$ cat config.mk
export PLATFORM = sky130hd
export DESIGN_NAME = ptom_ram
export DESIGN_NICKNAME = d
export VERILOG_FILES = /design/src/hdl/ptom_ram.sv
export SDC_FILE = /design/constraint.sdc
export NUM_CORES = 1
export LEC_CHECK = 0
export ABC_CLOCK_PERIOD_IN_PS = 3600
export BUFFER_PORTS_ARGS = -buffer_cell sky130_fd_sc_hd__buf_2
export CORE_ASPECT_RATIO = 1.4
export CORE_MARGIN = 10
export CORE_UTILIZATION = 26
export CTS_CLUSTER_SIZE = 25
export DETAILED_ROUTE_END_ITERATION = 8
export GPL_ROUTABILITY_DRIVEN = 0
export GPL_TIMING_DRIVEN = 0
export PLACE_DENSITY = 0.39
export SLEW_MARGIN = 20
export SYNTH_ARGS = -nofsm -noshare
export SYNTH_HDL_FRONTEND = slang
export SYNTH_SLANG_ARGS = --single-unit
$ cat constraint.sdc
create_clock -name clk -period 3.6 [get_ports clk]
set_clock_uncertainty 0.05 [all_clocks]
set_input_delay 0.18 -clock clk [delete_from_list [all_inputs] [get_ports clk]]
set_output_delay 0.18 -clock clk [all_outputs]
set_load 0.02 [all_outputs]
$ cat src/hdl/ptom_ram.sv
// Generic single-port-write, single-read RAM with registered read data.
module ptom_ram #(
    parameter int unsigned WIDTH = 8,
    parameter int unsigned DEPTH = 32
) (
    input  logic                     clk,
    input  logic                     we,
    input  logic [$clog2(DEPTH)-1:0] waddr,
    input  logic [WIDTH-1:0]         wdata,
    input  logic [$clog2(DEPTH)-1:0] raddr,
    output logic [WIDTH-1:0]         rdata
);

    logic [WIDTH-1:0] mem [DEPTH];

    always_ff @(posedge clk)
    begin
        if (we)
        begin
            mem[waddr] <= wdata;
        end
        rdata <= mem[raddr];
    end

endmodule

==> metrics, run 1 <==
run status complete, no violations; H-Tree Depth 1; mux cell area share after synthesis 18.8%; Max Clk Rate 417 MHz; Seq/Total Area, Yosys 78.1%; final instance area 11,700 sq um; post-synthesis simple-gate area fraction 2.07%; Adder-Cell Fraction of Synth Area 0%; IO buf count 22; fin crit share 66.6%; Area after DPL 10,800 sq um; die height 253 um; Vias 4,333; Worst-Margin Slew 0.915 ns; Rows 85; Power, Total 6500 uW; Longest Clk Path Bufs 3; # DRC 0; Worst Setup Start Kind primary input; post-CTS setup buffers 0; initial core utilization 26.2%; pre-CTS WS 0.601 ns; I/O pins 28; final slew viol count 0; most used cell, CP mux4_2; Hold/Removal Path Class in -> reg; area delta synth->final 16.1%; post-CTS sizing 0; delay-heaviest family, CP buffers and inverters; CP Buf/Inv Count 2; critical path data required time 3.96 ns; Setup WS post-layout 1.20 ns; max cap viols 0; final setup violation count 0; worst reg2reg setup slack 1.72 ns; Mapped Avg Cell Area 24.1 sq um; largest net degree at the start of global routing 33; routed len/inst 24.7 um; Total GRT Usage 10.9%; crit path time final 2.40 ns; Largest stage delay, worst path 0.72 ns; cts bufs inserted 25; total negative slack 0 ns; GRT Residual Overflow 0; slowest CP cell buf_1; Synth Area in Compound Gates 0%; Hold Fails Final Rpt 0; critical path cell sequence clkbuf_1 > buf_1 > mux4_2 > mux4_2 > mux2_2; area share of the largest cell type after synthesis 76.5%; Chip Width 186 um; Root Driver clkbuf_16; XOR/XNOR share of the synthesized area 0%; TritonCTS clock tree yes; share of layout cells above drive strength 1 33.9%; Syn Nets 437; Max transition margin 38.8%; Final Core Density 30.4%; Worst EP arrival 2.75 ns; Total Nets Final 486; initial antenna violation count 3; die area 47,000 sq um; RSZ-0062 raised after global routing false; #FFs+latches synth 264; largest family of logic cells by synthesized area multiplexers; crit end category flop; post-synth top area cell edfxtp_1; clk sinks 264; Routed Antenna Nets 0; DRT Pass-1 Iters 4; synth warn 0; Core Area 38,400 sq um; Area contributors post-synth edfxtp_1 76%, mux4_2 18%, dfxtp_1 1.6%; critical setup path kind in -> reg; Initial DRC Count 310; Hold-fix buffers, CTS 0; via/cell ratio 4.30; leakage 0.00351 uW; Cell Area, Synth 10,100 sq um; vias in the first global route 4,772; first-pass GRT wire length 35.8 mm; DRT Wirelength 24.9 mm; Unique masters post-synth 15; Peak VDD IR 0.000286 V; Final HPWL DP 16.8 mm; Clock Latency Late Sink 0.53 ns; clock-pin slew on the worst setup and hold paths 0.06 ns; P per Cell Area 557 nW/um^2; synthesized instance count 417; Max FO, Critical Path 10
-- per-layer routing --
layer  track usage (%)  wire [um]
met5                 0         27
met3              1.74        835
met1              11.7       9170
met2              20.7      14300
met4              3.88        560
-- registers in the layout, indices dropped and copies added (netlist names) --
| name | cells |
|---|---|
| rdata | 8 |
| mem | 256 |
-- synth_stat cells --
master,count
buf_1,6
buf_2,1
buf_4,6
buf_6,1
clkbuf_1,6
dfxtp_1,8
edfxtp_1,256
mux2_2,8
mux4_2,80
nand2_1,1
nand3_1,2
nand3b_1,5
nor2_1,33
or3_1,1
or3b_2,3
-- final timing paths --
kind / from / endpoint / cells past startpoint
worst max-delay path: raddr[2] / rdata[6] / 5
worst min-delay path: raddr[3] / rdata[1] / 2
worst max register to register: mem[29][2] / rdata[2] / 3
worst min register to register: mem[18][0] / rdata[0] / 3
-- final cells by class --
cell class	count	area (sq um)
Antenna cell	1	2.50
Buffer	20	106
Clock buffer	32	702
Clock inverter	13	155
Fill cell	3687	26700
Multi-Input combinational cell	133	2100
Sequential cell	264	7850
Tap cell	522	653
Timing Repair Buffer	22	110
-- cell families (layout without fill, tap and decap cells) --
kind of cell | Yosys count | in the layout
DFF | 264 | 264
muxes | 88 | 88
and+or+nand+nor | 45 | 45
buffers and inverters | 20 | 87
other | 0 | 1
-- metrics by stage --
| step | cells | hold WS (ns) |
|---|---|---|
| after floorplan | 417 | 0.229 |
| after global placement | 961 | 0.556 |
| after detailed placement | 961 | 0.549 |
| after CTS | 1006 | 0.125 |
| after global routing | 1007 | 0.153 |
| final | 1007 | 0.136 |
-- power breakdown --
group          leakage [uW]  total [uW]  switching, uW  internal (uW)
logic              0.000733         355            215            140
clock network      0.000405        2720           1120           1600
registers           0.00237        3430           10.8           3420
-- worst reg2reg max path: stages (launching register included) --
cell	delay, ns
edfxtp_1	0.36
mux4_2	0.54
mux4_2	0.55
mux2_2	0.28
-- cells in the final DEF (no fill, tap or decap) --
cell	synthesis	routed
diode_2	0	1
buf_6	1	1
clkbuf_8	0	5
nor2_1	33	33
clkbuf_1	6	8
clkinv_2	0	4
mux4_2	80	80
clkinvlp_4	0	6
mux2_2	8	8
nand3_1	2	2
nand3b_1	5	5
dfxtp_1	8	8
buf_4	6	6
buf_1	6	6
buf_2	1	23
nand2_1	1	1
or3b_2	3	3
bufinv_16	0	3
edfxtp_1	256	256
or3_1	1	1
clkbuf_16	0	25
(Power assumes the default switching activity.)
==> inputs of run 2 (changes only) <==
Settings changed: ABC_CLOCK_PERIOD_IN_PS 3600 to 2060, PLACE_DENSITY 0.39 to 0.4.
Clock period 3.6 ns to 2.06 ns, I/O delays scaled along.
==> run 2 against run 1 <==
Cell count barely moved. Power grew 68%. Largest power group unchanged. Via count decreased by 0.62%. Flip-flop and latch count did not move. Critical endpoint is now rdata[2]. Combinational power up 70%. Highest routed layer is now met4. Routed wire length is 5.8% lower.
==> metrics, run 2 (synthesis gave the netlist of run 1 again) <==
WHS Endpoint rdata[3]; clock network fraction of design power 39.7%; Total Nets Final 486; GRT Residual Overflow 0; DRT Pass-1 Iters 4; Vias 4,306; r2r endpoint rdata[2]; Final Core Density 30.2%; run status complete, no violations; Max transition margin 39.8%; Clock Latency Late Sink 0.53 ns; final setup violation count 0; Hold-fix buffers, CTS 0; final slew viol count 0; vias in the first global route 4,767; Worst Setup Start Kind primary input; sequential power share 54.7%; Total GRT Usage 10.1%; crit path time final 1.92 ns; Sw Ratio 21.1%; Max FO, Critical Path 10; worst reg2reg setup slack 0.14 ns; critical path data required time 2.43 ns; H-Tree Depth 1; TritonCTS clock tree yes; Root Driver clkbuf_16; Largest stage delay, worst path 0.55 ns; cts bufs inserted 25; diode count 0; crit end category flop; Initial DRC Count 257; total negative slack 0 ns; Longest Clk Path Bufs 3; die area 47,000 sq um; initial antenna violation count 1; initial core utilization 26.2%; die height 253 um; P_int 8640 uW; Largest register FFs 256; Hold Fails Final Rpt 0; Routed Antenna Nets 0; RSZ-0062 raised after global routing false; I/O pins 28; critical path cell sequence clkbuf_1 > clkbuf_2 > mux4_2 > mux4_2 > mux2_2; Max Clk Rate 520 MHz; max cap viols 0; fin crit share 93.3%; Rows 85; Metal-1 WL 8.19 mm; P_sw 2310 uW; P per Cell Area 945 nW/um^2; top flop regs mem: 256 flops, rdata: 8 flops; Worst R2R Path Depth 3; highest routed layer met4; DRT Wirelength 23.5 mm; combinational share of power 5.5%; IO buf count 22; Chip Width 186 um; worst hold slack 0.0551 ns; most used cell, CP mux4_2; clk sinks 264; critical setup path kind in -> reg; RR Startpoint mem[8][2]; Area after DPL 10,800 sq um; share of layout cells above drive strength 1 33.1%; Peak VDD IR 0.000465 V; Hold/Removal Path Class in -> reg; met3 WL 864 um; leakage 0.00348 uW; largest reg by FF count mem; routed len/inst 23.3 um; Final HPWL DP 15.7 mm; metal2 WL 13.8 mm; final instance area 11,600 sq um; largest net degree at the start of global routing 33; most common cell after layout, fill and taps aside edfxtp_1; most frequent cells in the layout 256 x edfxtp_1, 80 x mux4_2, 33 x nor2_1; Hold Path Cell Cnt 2; post-CTS setup buffers 0; Worst-Margin Slew 0.900 ns; via/cell ratio 4.28; area delta synth->final 15.2%; Core Area 38,400 sq um; HP Start raddr[3]; slowest CP cell mux4_2; Power, Total 10,900 uW; first-pass GRT wire length 33.9 mm; Worst EP arrival 2.29 ns; clock-pin slew on the worst setup and hold paths 0.06 ns; # DRC 0
## run 2: cell count changes in the layout (fill, tap and decap cells not counted), sizes merged
cell      delta
bufinv       -2
clkbuf       +6
clkinvlp     -4
diode        -1
## run 2: layout make-up
cell class / instances / area, sq um
Clock buffer: 38 / 684
Sequential cell: 264 / 7850
Fill cell: 3693 / 26800
Buffer: 20 / 114
Timing Repair Buffer: 22 / 110
Clock inverter: 7 / 72.6
Multi-Input combinational cell: 133 / 2100
Tap cell: 522 / 653
## run 2: worst max-delay path, delay by kind of cell
kind | cells | cell delay, ns
multiplexers | 3 | 1.26
buffers and inverters | 2 | 0.91
## run 2: stage by stage
| step | std cells | worst slack (ns) |
|---|---|---|
| after floorplan | 417 | 0.105 |
| after global placement | 961 | -0.741 |
| after detailed placement | 961 | -0.765 |
| after CTS | 1006 | 0.0640 |
| after global routing | 1006 | 0.0392 |
| final | 1006 | 0.137 |
## run 2: how the worst max path moves through the flow
stage | start | slack (ns) | to
after CTS | raddr[2] | 0.06 | rdata[2]
after global placement | raddr[2] | -0.74 | rdata[2]
after detailed placement | raddr[2] | -0.77 | rdata[2]
after floorplan | raddr[2] | 0.10 | rdata[0]
final | raddr[2] | 0.14 | rdata[2]
after global routing | raddr[2] | 0.04 | rdata[2]
## run 2: per-layer routing
| layer | global-route usage [%] | vias to the layer above |
|---|---|---|
| li1 | - | 1868 |
| met1 | 10.5 | 2339 |
| met2 | 19.8 | 71 |
| met3 | 1.29 | 28 |
| met4 | 3.58 | 0 |
| met5 | 0 | - |
## run 2: power by group through the flow
stage                     Combinational, uW  Clock, uW  Sequential (uW)
after floorplan                         318          0             6130
after global placement                  623          0             6100
after detailed placement                632          0             6110
after CTS                               633       4470             5990
after global routing                    652       4710             5990
final                                   605       4350             5990
## run 2: what timing repair did
item / 4_1_cts / 5_1_grt
endpoints found under the hold margin: 0 / 0
resized for setup: 6 / 0
endpoints found under the setup margin: 8 / 0
